[src/hw/rtl/assert_macros.svh]
// assertion helpers shared by the frame engine modules
`ifndef ASSERT_MACROS_SVH
`define ASSERT_MACROS_SVH

// condition must hold on every clock edge outside reset
`define STX_ASSERT_ALWAYS(lbl, cond, msg) \
  lbl: assert property (@(posedge clk) disable iff (rst) (cond)) else $error(msg);

// consequence must hold in the same cycle as the antecedent
`define STX_ASSERT_SAME(lbl, ante, cons, msg) \
  lbl: assert property (@(posedge clk) disable iff (rst) (ante) |-> (cons)) else $error(msg);

// consequence must hold in the cycle after the antecedent
`define STX_ASSERT_NEXT(lbl, ante, cons, msg) \
  lbl: assert property (@(posedge clk) disable iff (rst) (ante) |=> (cons)) else $error(msg);

`endif

[src/hw/rtl/stx_pkg.sv]
// ----------------------------------------------------------------------------
// stx_pkg
// shared types and codes of the stx command frame engine
// ----------------------------------------------------------------------------
package stx_pkg;

  localparam int MaxRun = 4;
  localparam int RunCountWidth = 3;

  typedef enum logic [1:0] {
    CMD_BEGIN   = 2'd0,
    CMD_PAYLOAD = 2'd1,
    CMD_RECEIVE = 2'd2,
    CMD_ABORT   = 2'd3
  } cmd_t;

  typedef enum logic [1:0] {
    KIND_TX     = 2'd0,
    KIND_DATA   = 2'd1,
    KIND_STATUS = 2'd2
  } kind_t;

  localparam logic STATUS_OK   = 1'b0;
  localparam logic STATUS_FAIL = 1'b1;

  typedef struct packed {
    kind_t      kind;
    logic [7:0] byte_value;
    logic       status;
    logic [7:0] device_result;
    logic       last;
  } result_t;

  typedef struct packed {
    logic [RunCountWidth-1:0] count;
    result_t [MaxRun-1:0]     slot;
  } run_t;

  function automatic result_t make_result(kind_t k, logic [7:0] b, logic s,
                                          logic [7:0] d);
    result_t r;
    r.kind          = k;
    r.byte_value    = b;
    r.status        = s;
    r.device_result = d;
    r.last          = 1'b0;
    return r;
  endfunction

endpackage

[src/hw/rtl/stx_frame_core.sv]
// ----------------------------------------------------------------------------
// stx_frame_core
// frame sequencer: holds link state and turns one item into its result run
// ----------------------------------------------------------------------------
`include "assert_macros.svh"

module stx_frame_core (
  input  logic              clk,
  input  logic              rst,
  input  logic              cfg_we,
  input  logic              cfg_index,
  input  logic [7:0]        cfg_data,
  input  logic              fire,
  input  logic [1:0]        cmd,
  input  logic [7:0]        command_code,
  input  logic [7:0]        payload_length,
  input  logic [7:0]        data_byte,
  output stx_pkg::run_t     run
);

  localparam logic [7:0] MinReplyLen   = 8'd2;
  localparam logic [7:0] MaxReplyLen   = 8'd127;
  localparam logic [7:0] StartReset    = 8'd2;
  localparam logic [7:0] AckReset      = 8'd6;
  localparam logic       RegStart      = 1'b0;
  localparam logic       RegAck        = 1'b1;

  typedef enum logic [3:0] {
    PH_IDLE, PH_PAYLOAD, PH_ACK, PH_STX, PH_LEN,
    PH_CMD, PH_RESULT, PH_DATA, PH_CRC
  } phase_t;

  phase_t     phase, phase_next;
  logic [7:0] start_code, acknowledge_code;
  logic [7:0] expected_command, expected_command_next;
  logic [7:0] running_xor, running_xor_next;
  logic [7:0] bytes_remaining, bytes_remaining_next;
  logic [7:0] held_result, held_result_next;

  stx_pkg::run_t run_raw;

  always_comb begin
    logic [7:0] lenb;
    logic [7:0] x;
    logic [7:0] rem;
    phase_next            = phase;
    expected_command_next = expected_command;
    running_xor_next      = running_xor;
    bytes_remaining_next  = bytes_remaining;
    held_result_next      = held_result;
    run_raw               = '0;
    lenb                  = payload_length + 8'd1;
    x                     = running_xor ^ data_byte;
    rem                   = bytes_remaining - 8'd1;

    case (stx_pkg::cmd_t'(cmd))
      stx_pkg::CMD_BEGIN: begin
        if (phase == PH_IDLE) begin
          expected_command_next = command_code;
          running_xor_next      = lenb ^ command_code;
          bytes_remaining_next  = payload_length;
          run_raw.slot[0] = stx_pkg::make_result(stx_pkg::KIND_TX, start_code,
                                                 stx_pkg::STATUS_OK, 8'd0);
          run_raw.slot[1] = stx_pkg::make_result(stx_pkg::KIND_TX, lenb,
                                                 stx_pkg::STATUS_OK, 8'd0);
          run_raw.slot[2] = stx_pkg::make_result(stx_pkg::KIND_TX, command_code,
                                                 stx_pkg::STATUS_OK, 8'd0);
          if (payload_length == 8'd0) begin
            run_raw.slot[3] = stx_pkg::make_result(stx_pkg::KIND_TX,
                                                   lenb ^ command_code,
                                                   stx_pkg::STATUS_OK, 8'd0);
            run_raw.count = 3'd4;
            phase_next    = PH_ACK;
          end else begin
            run_raw.count = 3'd3;
            phase_next    = PH_PAYLOAD;
          end
        end
      end
      stx_pkg::CMD_PAYLOAD: begin
        if (phase == PH_PAYLOAD) begin
          running_xor_next     = x;
          bytes_remaining_next = rem;
          run_raw.slot[0] = stx_pkg::make_result(stx_pkg::KIND_TX, data_byte,
                                                 stx_pkg::STATUS_OK, 8'd0);
          if (rem == 8'd0) begin
            // checksum follows the last payload byte
            run_raw.slot[1] = stx_pkg::make_result(stx_pkg::KIND_TX, x,
                                                   stx_pkg::STATUS_OK, 8'd0);
            run_raw.count = 3'd2;
            phase_next    = PH_ACK;
          end else begin
            run_raw.count = 3'd1;
          end
        end
      end
      stx_pkg::CMD_RECEIVE: begin
        case (phase)
          PH_ACK: begin
            if (data_byte == acknowledge_code) begin
              phase_next = PH_STX;
            end else begin
              run_raw.count = 3'd1;
            end
          end
          PH_STX: begin
            if (data_byte == start_code) begin
              phase_next = PH_LEN;
            end else begin
              run_raw.count = 3'd1;
            end
          end
          PH_LEN: begin
            if (data_byte >= MinReplyLen && data_byte <= MaxReplyLen) begin
              running_xor_next     = data_byte;
              bytes_remaining_next = data_byte - MinReplyLen;
              phase_next           = PH_CMD;
            end else begin
              run_raw.count = 3'd1;
            end
          end
          PH_CMD: begin
            if (data_byte == expected_command) begin
              running_xor_next = x;
              phase_next       = PH_RESULT;
            end else begin
              run_raw.count = 3'd1;
            end
          end
          PH_RESULT: begin
            running_xor_next = x;
            held_result_next = data_byte;
            phase_next       = (bytes_remaining == 8'd0) ? PH_CRC : PH_DATA;
          end
          PH_DATA: begin
            running_xor_next     = x;
            bytes_remaining_next = rem;
            run_raw.slot[0] = stx_pkg::make_result(stx_pkg::KIND_DATA, data_byte,
                                                   stx_pkg::STATUS_OK, 8'd0);
            run_raw.count = 3'd1;
            if (rem == 8'd0) begin
              phase_next = PH_CRC;
            end
          end
          PH_CRC: begin
            run_raw.count = 3'd1;
            if (data_byte == running_xor) begin
              phase_next = PH_IDLE;
              run_raw.slot[0] = stx_pkg::make_result(stx_pkg::KIND_STATUS, 8'd0,
                                                     stx_pkg::STATUS_OK,
                                                     held_result);
            end
          end
          default: begin
          end
        endcase
        // every single-result mismatch above is a failure status
        if (run_raw.count == 3'd1 && phase != PH_DATA &&
            !(phase == PH_CRC && data_byte == running_xor)) begin
          phase_next      = PH_IDLE;
          run_raw.slot[0] = stx_pkg::make_result(stx_pkg::KIND_STATUS, 8'd0,
                                                 stx_pkg::STATUS_FAIL, 8'd0);
        end
      end
      stx_pkg::CMD_ABORT: begin
        if (phase != PH_IDLE) begin
          phase_next      = PH_IDLE;
          run_raw.slot[0] = stx_pkg::make_result(stx_pkg::KIND_STATUS, 8'd0,
                                                 stx_pkg::STATUS_FAIL, 8'd0);
          run_raw.count   = 3'd1;
        end
      end
      default: begin
      end
    endcase
  end

  // mark the last result of the run
  always_comb begin
    run = run_raw;
    for (int i = 0; i < stx_pkg::MaxRun; i++) begin
      run.slot[i].last = (run_raw.count == stx_pkg::RunCountWidth'(i + 1));
    end
  end

  always_ff @(posedge clk) begin
    if (rst) begin
      phase            <= PH_IDLE;
      expected_command <= 8'd0;
      running_xor      <= 8'd0;
      bytes_remaining  <= 8'd0;
      held_result      <= 8'd0;
      start_code       <= StartReset;
      acknowledge_code <= AckReset;
    end else begin
      if (cfg_we) begin
        if (cfg_index == RegStart) begin
          start_code <= cfg_data;
        end
        if (cfg_index == RegAck) begin
          acknowledge_code <= cfg_data;
        end
      end
      if (fire) begin
        phase            <= phase_next;
        expected_command <= expected_command_next;
        running_xor      <= running_xor_next;
        bytes_remaining  <= bytes_remaining_next;
        held_result      <= held_result_next;
      end
    end
  end

  `STX_ASSERT_NEXT(a_abort_idles,
    fire && cmd == stx_pkg::CMD_ABORT, phase == PH_IDLE,
    "abort did not return the sequencer to idle")
  `STX_ASSERT_SAME(a_status_ends_wait,
    fire && run.count != 3'd0 && run.slot[0].kind == stx_pkg::KIND_STATUS,
    phase_next == PH_IDLE,
    "final status issued while the transaction stays open")

endmodule

[src/hw/rtl/stx_result_queue.sv]
// ----------------------------------------------------------------------------
// stx_result_queue
// holds one run of results and drains it through the output register
// ----------------------------------------------------------------------------
`include "assert_macros.svh"

module stx_result_queue (
  input  logic              clk,
  input  logic              rst,
  input  logic              push,
  input  stx_pkg::run_t     run_in,
  output logic              in_ready,
  output logic              out_valid,
  input  logic              out_ready,
  output stx_pkg::result_t  out_res
);

  logic [stx_pkg::RunCountWidth-1:0] run_count;
  stx_pkg::result_t [stx_pkg::MaxRun-1:0] slot;
  logic out_free;
  logic out_load;

  assign out_free = !out_valid || out_ready;
  assign out_load = (run_count != '0) && out_free;
  // a new run may enter once the current one is down to its last entry
  assign in_ready = (run_count == '0) || (run_count == 3'd1 && out_free);

  always_ff @(posedge clk) begin
    if (rst) begin
      run_count <= '0;
      out_valid <= 1'b0;
    end else begin
      if (out_load) begin
        out_valid <= 1'b1;
      end else if (out_ready) begin
        out_valid <= 1'b0;
      end
      if (push) begin
        run_count <= run_in.count;
      end else if (out_load) begin
        run_count <= run_count - 3'd1;
      end
    end
  end

  always_ff @(posedge clk) begin
    if (out_load) begin
      out_res <= slot[0];
    end
    if (push) begin
      slot <= run_in.slot;
    end else if (out_load) begin
      for (int i = 0; i < stx_pkg::MaxRun - 1; i++) begin
        slot[i] <= slot[i+1];
      end
    end
  end

  `STX_ASSERT_ALWAYS(a_count_range, run_count <= 3'(stx_pkg::MaxRun),
    "run buffer holds more results than one item can cause")
  `STX_ASSERT_SAME(a_push_when_drained, push,
    run_count == '0 || (run_count == 3'd1 && out_load),
    "new run overwrote results not yet passed on")
  `STX_ASSERT_NEXT(a_pending_shown, run_count != '0 && !out_valid, out_valid,
    "pending result not moved to the output register")

endmodule

[src/hw/rtl/stx_xor_command_frame_engine.sv]
// ----------------------------------------------------------------------------
// stx_xor_command_frame_engine
// stx / length / command / xor checksum framing and reply checking
// ----------------------------------------------------------------------------
//  channel  handshake            payload
//  in       in_valid/in_ready    cmd, command_code, payload_length, data_byte
//  out      out_valid/out_ready  kind, byte_value, status, device_result,
//                                last_of_run
//  cfg      cfg_we               cfg_index, cfg_data
//
// an item is decoded in the cycle it is accepted; its run of 0 to 4 results
// leaves through the output register one per cycle while out_ready is high;
// a begin gives 3 or 4 results. the next item is taken while the last result
// of the previous run moves out. out_ready low holds the output register and
// the run buffer, which drops in_ready. synchronous reset returns the
// sequencer to idle and the start and acknowledge codes to 2 and 6.
module stx_xor_command_frame_engine (
  input  logic       clk,
  input  logic       rst,
  input  logic       cfg_we,
  input  logic       cfg_index,
  input  logic [7:0] cfg_data,
  input  logic       in_valid,
  output logic       in_ready,
  input  logic [1:0] cmd,
  input  logic [7:0] command_code,
  input  logic [7:0] payload_length,
  input  logic [7:0] data_byte,
  output logic       out_valid,
  input  logic       out_ready,
  output logic [1:0] kind,
  output logic [7:0] byte_value,
  output logic       status,
  output logic [7:0] device_result,
  output logic       last_of_run
);

  logic             fire;
  stx_pkg::run_t    run;
  stx_pkg::result_t out_res;

  assign fire = in_valid && in_ready;

  stx_frame_core u_core (
    .clk            (clk),
    .rst            (rst),
    .cfg_we         (cfg_we),
    .cfg_index      (cfg_index),
    .cfg_data       (cfg_data),
    .fire           (fire),
    .cmd            (cmd),
    .command_code   (command_code),
    .payload_length (payload_length),
    .data_byte      (data_byte),
    .run            (run)
  );

  stx_result_queue u_queue (
    .clk       (clk),
    .rst       (rst),
    .push      (fire),
    .run_in    (run),
    .in_ready  (in_ready),
    .out_valid (out_valid),
    .out_ready (out_ready),
    .out_res   (out_res)
  );

  assign kind          = out_res.kind;
  assign byte_value    = out_res.byte_value;
  assign status        = out_res.status;
  assign device_result = out_res.device_result;
  assign last_of_run   = out_res.last;

endmodule
[config.mk]
export PLATFORM = sky130hd
export DESIGN_NAME = stx_xor_command_frame_engine
export DESIGN_NICKNAME = d
export VERILOG_FILES = /design/src/hw/rtl/stx_pkg.sv /design/src/hw/rtl/stx_frame_core.sv /design/src/hw/rtl/stx_result_queue.sv /design/src/hw/rtl/stx_xor_command_frame_engine.sv
export VERILOG_INCLUDE_DIRS = /design/src /design/src/hw/rtl
export SDC_FILE = /design/constraint.sdc
export NUM_CORES = 1
export LEC_CHECK = 0
export BUFFER_PORTS_ARGS = -buffer_cell sky130_fd_sc_hd__buf_2
export CORE_ASPECT_RATIO = 1.4
export CORE_UTILIZATION = 54
export CTS_CLUSTER_DIAMETER = 100
export DETAILED_ROUTE_END_ITERATION = 7
export PLACE_DENSITY = 0.87
export SYNTH_ARGS = -nofsm -noshare
export SYNTH_HDL_FRONTEND = slang
export SYNTH_SLANG_ARGS = --single-unit
export TNS_END_PERCENT = 100
[constraint.sdc]
create_clock -name clk -period 4.2 [get_ports clk]
set_input_delay 0.42 -clock clk [delete_from_list [all_inputs] [get_ports clk]]
set_output_delay 0.42 -clock clk [all_outputs]
set_load 0.005 [all_outputs]
==> flow_metrics.tcl <==
set metrics [dict create \
    gr-usage-met1_pct 34.5 \
    htreeDepth 4 \
    fmax_mhz 343 \
    finalSetupTns_ps 0 \
    synth_adder_area_share_pct 2.55 \
    drcViolationCount 0 \
    routed-via-count 5309 \
    num_antenna_cells 0 \
    boundaryPins 62 \
    yosys.area.top_type "edfxtp_1" \
    drv_cap 0 \
    finalClockSkew_ps 10.2 \
    critPathLaunchType "flip-flop" \
    drtIter0Drc 378 \
    clock_path_buffers 2 \
    yosys.area.top_type_share_pct 31.5 \
    synth-seq-cells 123 \
    max_slew_margin_pct 34.0 \
    dr.pass1.iters 6 \
    start_util_pct 56.0 \
    hold_viol_final 0 \
    stdcell_count 857 \
    synth_cell_types 70 \
    place_congestion 0.954 \
    async_flop_share_pct 0 \
    dpl.hpwl_mm 12.3 \
    clk_latency_ps 420 \
    die_h_um 131 \
    placementRows 46 \
    antenna_found_initial 0 \
    hold_path_class "primary input to flip-flop" \
    postSynthAreaPerCell_sq_um 9.81 \
    grt_first_pass_wirelength_mm 27.0 \
    grt_pass1_vias 5163 \
    netlist_area_sq_um 6390 \
    holdBufCountCts 0 \
    gr-max-usage-layer "met2" \
    synth_edf_count 67 \
    setup_viol 0 \
    drive_above_1_share_pct 16.3 \
    crit_buf_inv 3 \
    overflow 0 \
    dieWidth_um 93.9 \
    synth-seq-area-share_pct 49.1 \
    die_area_sq_um 12300 \
    grt_start_max_net_pins 53 \
    fin_nets 753 \
    slowest_stage "or3_1" \
    synth-compound-area-share_pct 16.7 \
    synth_common_cells "nand2_1, edfxtp_1, dfxtp_1, a21oi_1, nor2_1" \
    clkTransAtPathRegs_ps 60 \
    routed_via_density 6.19 \
    clkSinkCount 123 \
    peakVddDrop_uv 365 \
    synth_mux_area_share_pct 2.06 \
    numCtsBuffers 17 \
    synth-xor-area-share_pct 8.07 \
    status "finished, final reports clean" \
    grtUsageTotal_pct 29.6 \
    synthesis.nets 704 \
    slew_viol_final 0 \
    setup.worst_path.class "flip-flop to flip-flop" \
    synth.most_common_cell "nand2_1" \
    finalCritPeriodShare_pct 69.4 \
    yosys.area_share.simple_pct 17.4 \
    cts_root_buf "clkbuf_16" \
    power.density_nw_per_um2 637 \
    crit_fanout 34 \
    cpPeakStageDelay_ps 610 \
    core-area_sq_um 11400 \
    synth-main-ff-cell "edfxtp_1" \
    critPathTopFamily "simple AND/OR/NAND/NOR gates" \
    p_leak_uw 0.00279 \
    wire_per_inst_um 20.1 \
    wirelength_mm 17.2 \
    synth_top_family_by_area "simple AND/OR/NAND/NOR gates" \
    io_buffers 61 \
    antenna_left 0 \
    use_met2_pct 51.4 \
    required_ps 4470 \
    cts_tree "yes" \
    synthTopCellsByArea "edfxtp_1, dfxtp_1, nand2_1, xor2_1, a21oi_1" \
    max_slew.worst_pin.slew_ps 990 \
    critical_path.cell_chain "inv_1, ha_1, nor2b_1, a31o_2, nand2_1, buf_4, inv_1, nand2_1, or3_1, a211oi_1, a211oi_1" \
    post-route-min-period_ps 2920 \
    area_growth_syn_to_layout_pct 14.8 \
    rsz0062_at_grt "false" \
    yosysWarnings 0 \
    syn-instance-count 651 \
    end_kind "flip-flop" \
    cts_setup_buffers 0 \
    placed_cells_incl_taps 825 \
    cts_resized 0 \
    use_met3_pct 5.84 \
    critPathArrivalTime_ps 3190 \
    fill_cells 962 \
]
==> report_power, final <==
group          leakage, uW  switching [uW]  total (uW)  internal (uW)
clock network     0.000266             553        1400            845
registers          0.00114             161        2000           1840
logic              0.00139             802        1270            466
==> layout make-up <==
class / instances / area (sq um) / share of cell area, %
multi-input cells: 466 / 3000 / 40.9
repair buffers: 68 / 358 / 4.88
clock buffers: 19 / 453 / 6.18
inverters: 24 / 90.1 / 1.23
flip-flops and latches: 123 / 3130 / 42.7
well taps: 144 / 180 / 2.46
clock inverters: 13 / 116 / 1.59
==> stage by stage <==
step | setup slack, ps | util [%] | instance area [sq um] | power [uW] | hold slack (ps)
6_report | 1280 | 64.3 | 7330 | 4670 | 230
5_1_grt | 1110 | 64.3 | 7330 | 4890 | 242
4_1_cts | 1330 | 64.3 | 7330 | 4680 | 229
3_5_place_dp | 1370 | 59.3 | 6760 | 3280 | 405
3_3_place_gp | 1390 | 59.3 | 6760 | 3210 | 401
2_1_floorplan | 281 | - | 6390 | 2830 | 400
==> path summary, 6_finish.rpt <==
kind,endpoint,slack [ps],depth (start not counted),startpoint
worst min register to register,u_queue.out_res[17],420,0,u_queue.slot[17]
worst max-delay path,u_core.running_xor[4],1280,11,u_queue.run_count[0]
worst max register to register,u_core.running_xor[4],1280,11,u_queue.run_count[0]
worst min-delay path,u_core.acknowledge_code[1],230,3,cfg_data[1]
==> kinds of logic after synthesis <==
logic type / count (synthesis)
adders and majority gates: 13
and+or+nand+nor: 230
DFF: 123
xor gates and xnor gates: 58
muxes: 13
buffers and inverters: 62
AOI/OAI and AO/OA: 152
==> worst min-delay path: cells and delay by family <==
| family | cells | cell delay, ps |
|---|---|---|
| and+or+nand+nor | 2 | 110 |
| buffers and inverters | 1 | 90 |
==> placed cells by master, fill, tap and decap left out, types with 3 or more instances in the layout <==
cell,n
or3_1,4
inv_6,3
inv_1,24
and3_1,12
xnor2_1,27
o211ai_1,6
o21a_1,9
o221ai_1,12
nor4_1,5
a31oi_1,4
xor2_1,30
a221o_1,7
edfxtp_1,67
nand2_1,92
buf_2,61
nand4_1,6
nor3_1,8
clkinvlp_4,5
a21oi_1,51
buf_4,7
nor2b_1,5
nand2b_1,8
and2_1,11
ha_1,13
a211oi_1,18
mux2i_1,12
dfxtp_1,56
o21ai_0,8
nor2_1,46
nand3_1,15
clkbuf_16,17
a311oi_1,8
==> metal layers <==
layer | vias up | share of wire [%] | wire [um]
met5 | - | 0 | 0
met4 | 0 | 4.3 | 738
met3 | 67 | 6.1 | 1040
met2 | 259 | 51 | 8830
met1 | 2527 | 38 | 6600
li1 | 2456 | - | -
==> sequential cells by signal (all words and copies together) (netlist names) <==
signal / flops
u_core.start_code: 8
u_core.expected_command: 8
u_core.held_result: 8
u_queue.out_res: 20
u_core.phase: 4
u_core.acknowledge_code: 8
u_core.running_xor: 8
u_queue.run_count: 3
u_queue.out_valid: 1
u_core.bytes_remaining: 8
u_queue.slot: 47
Note: power is estimated with default switching activity, not from simulation.
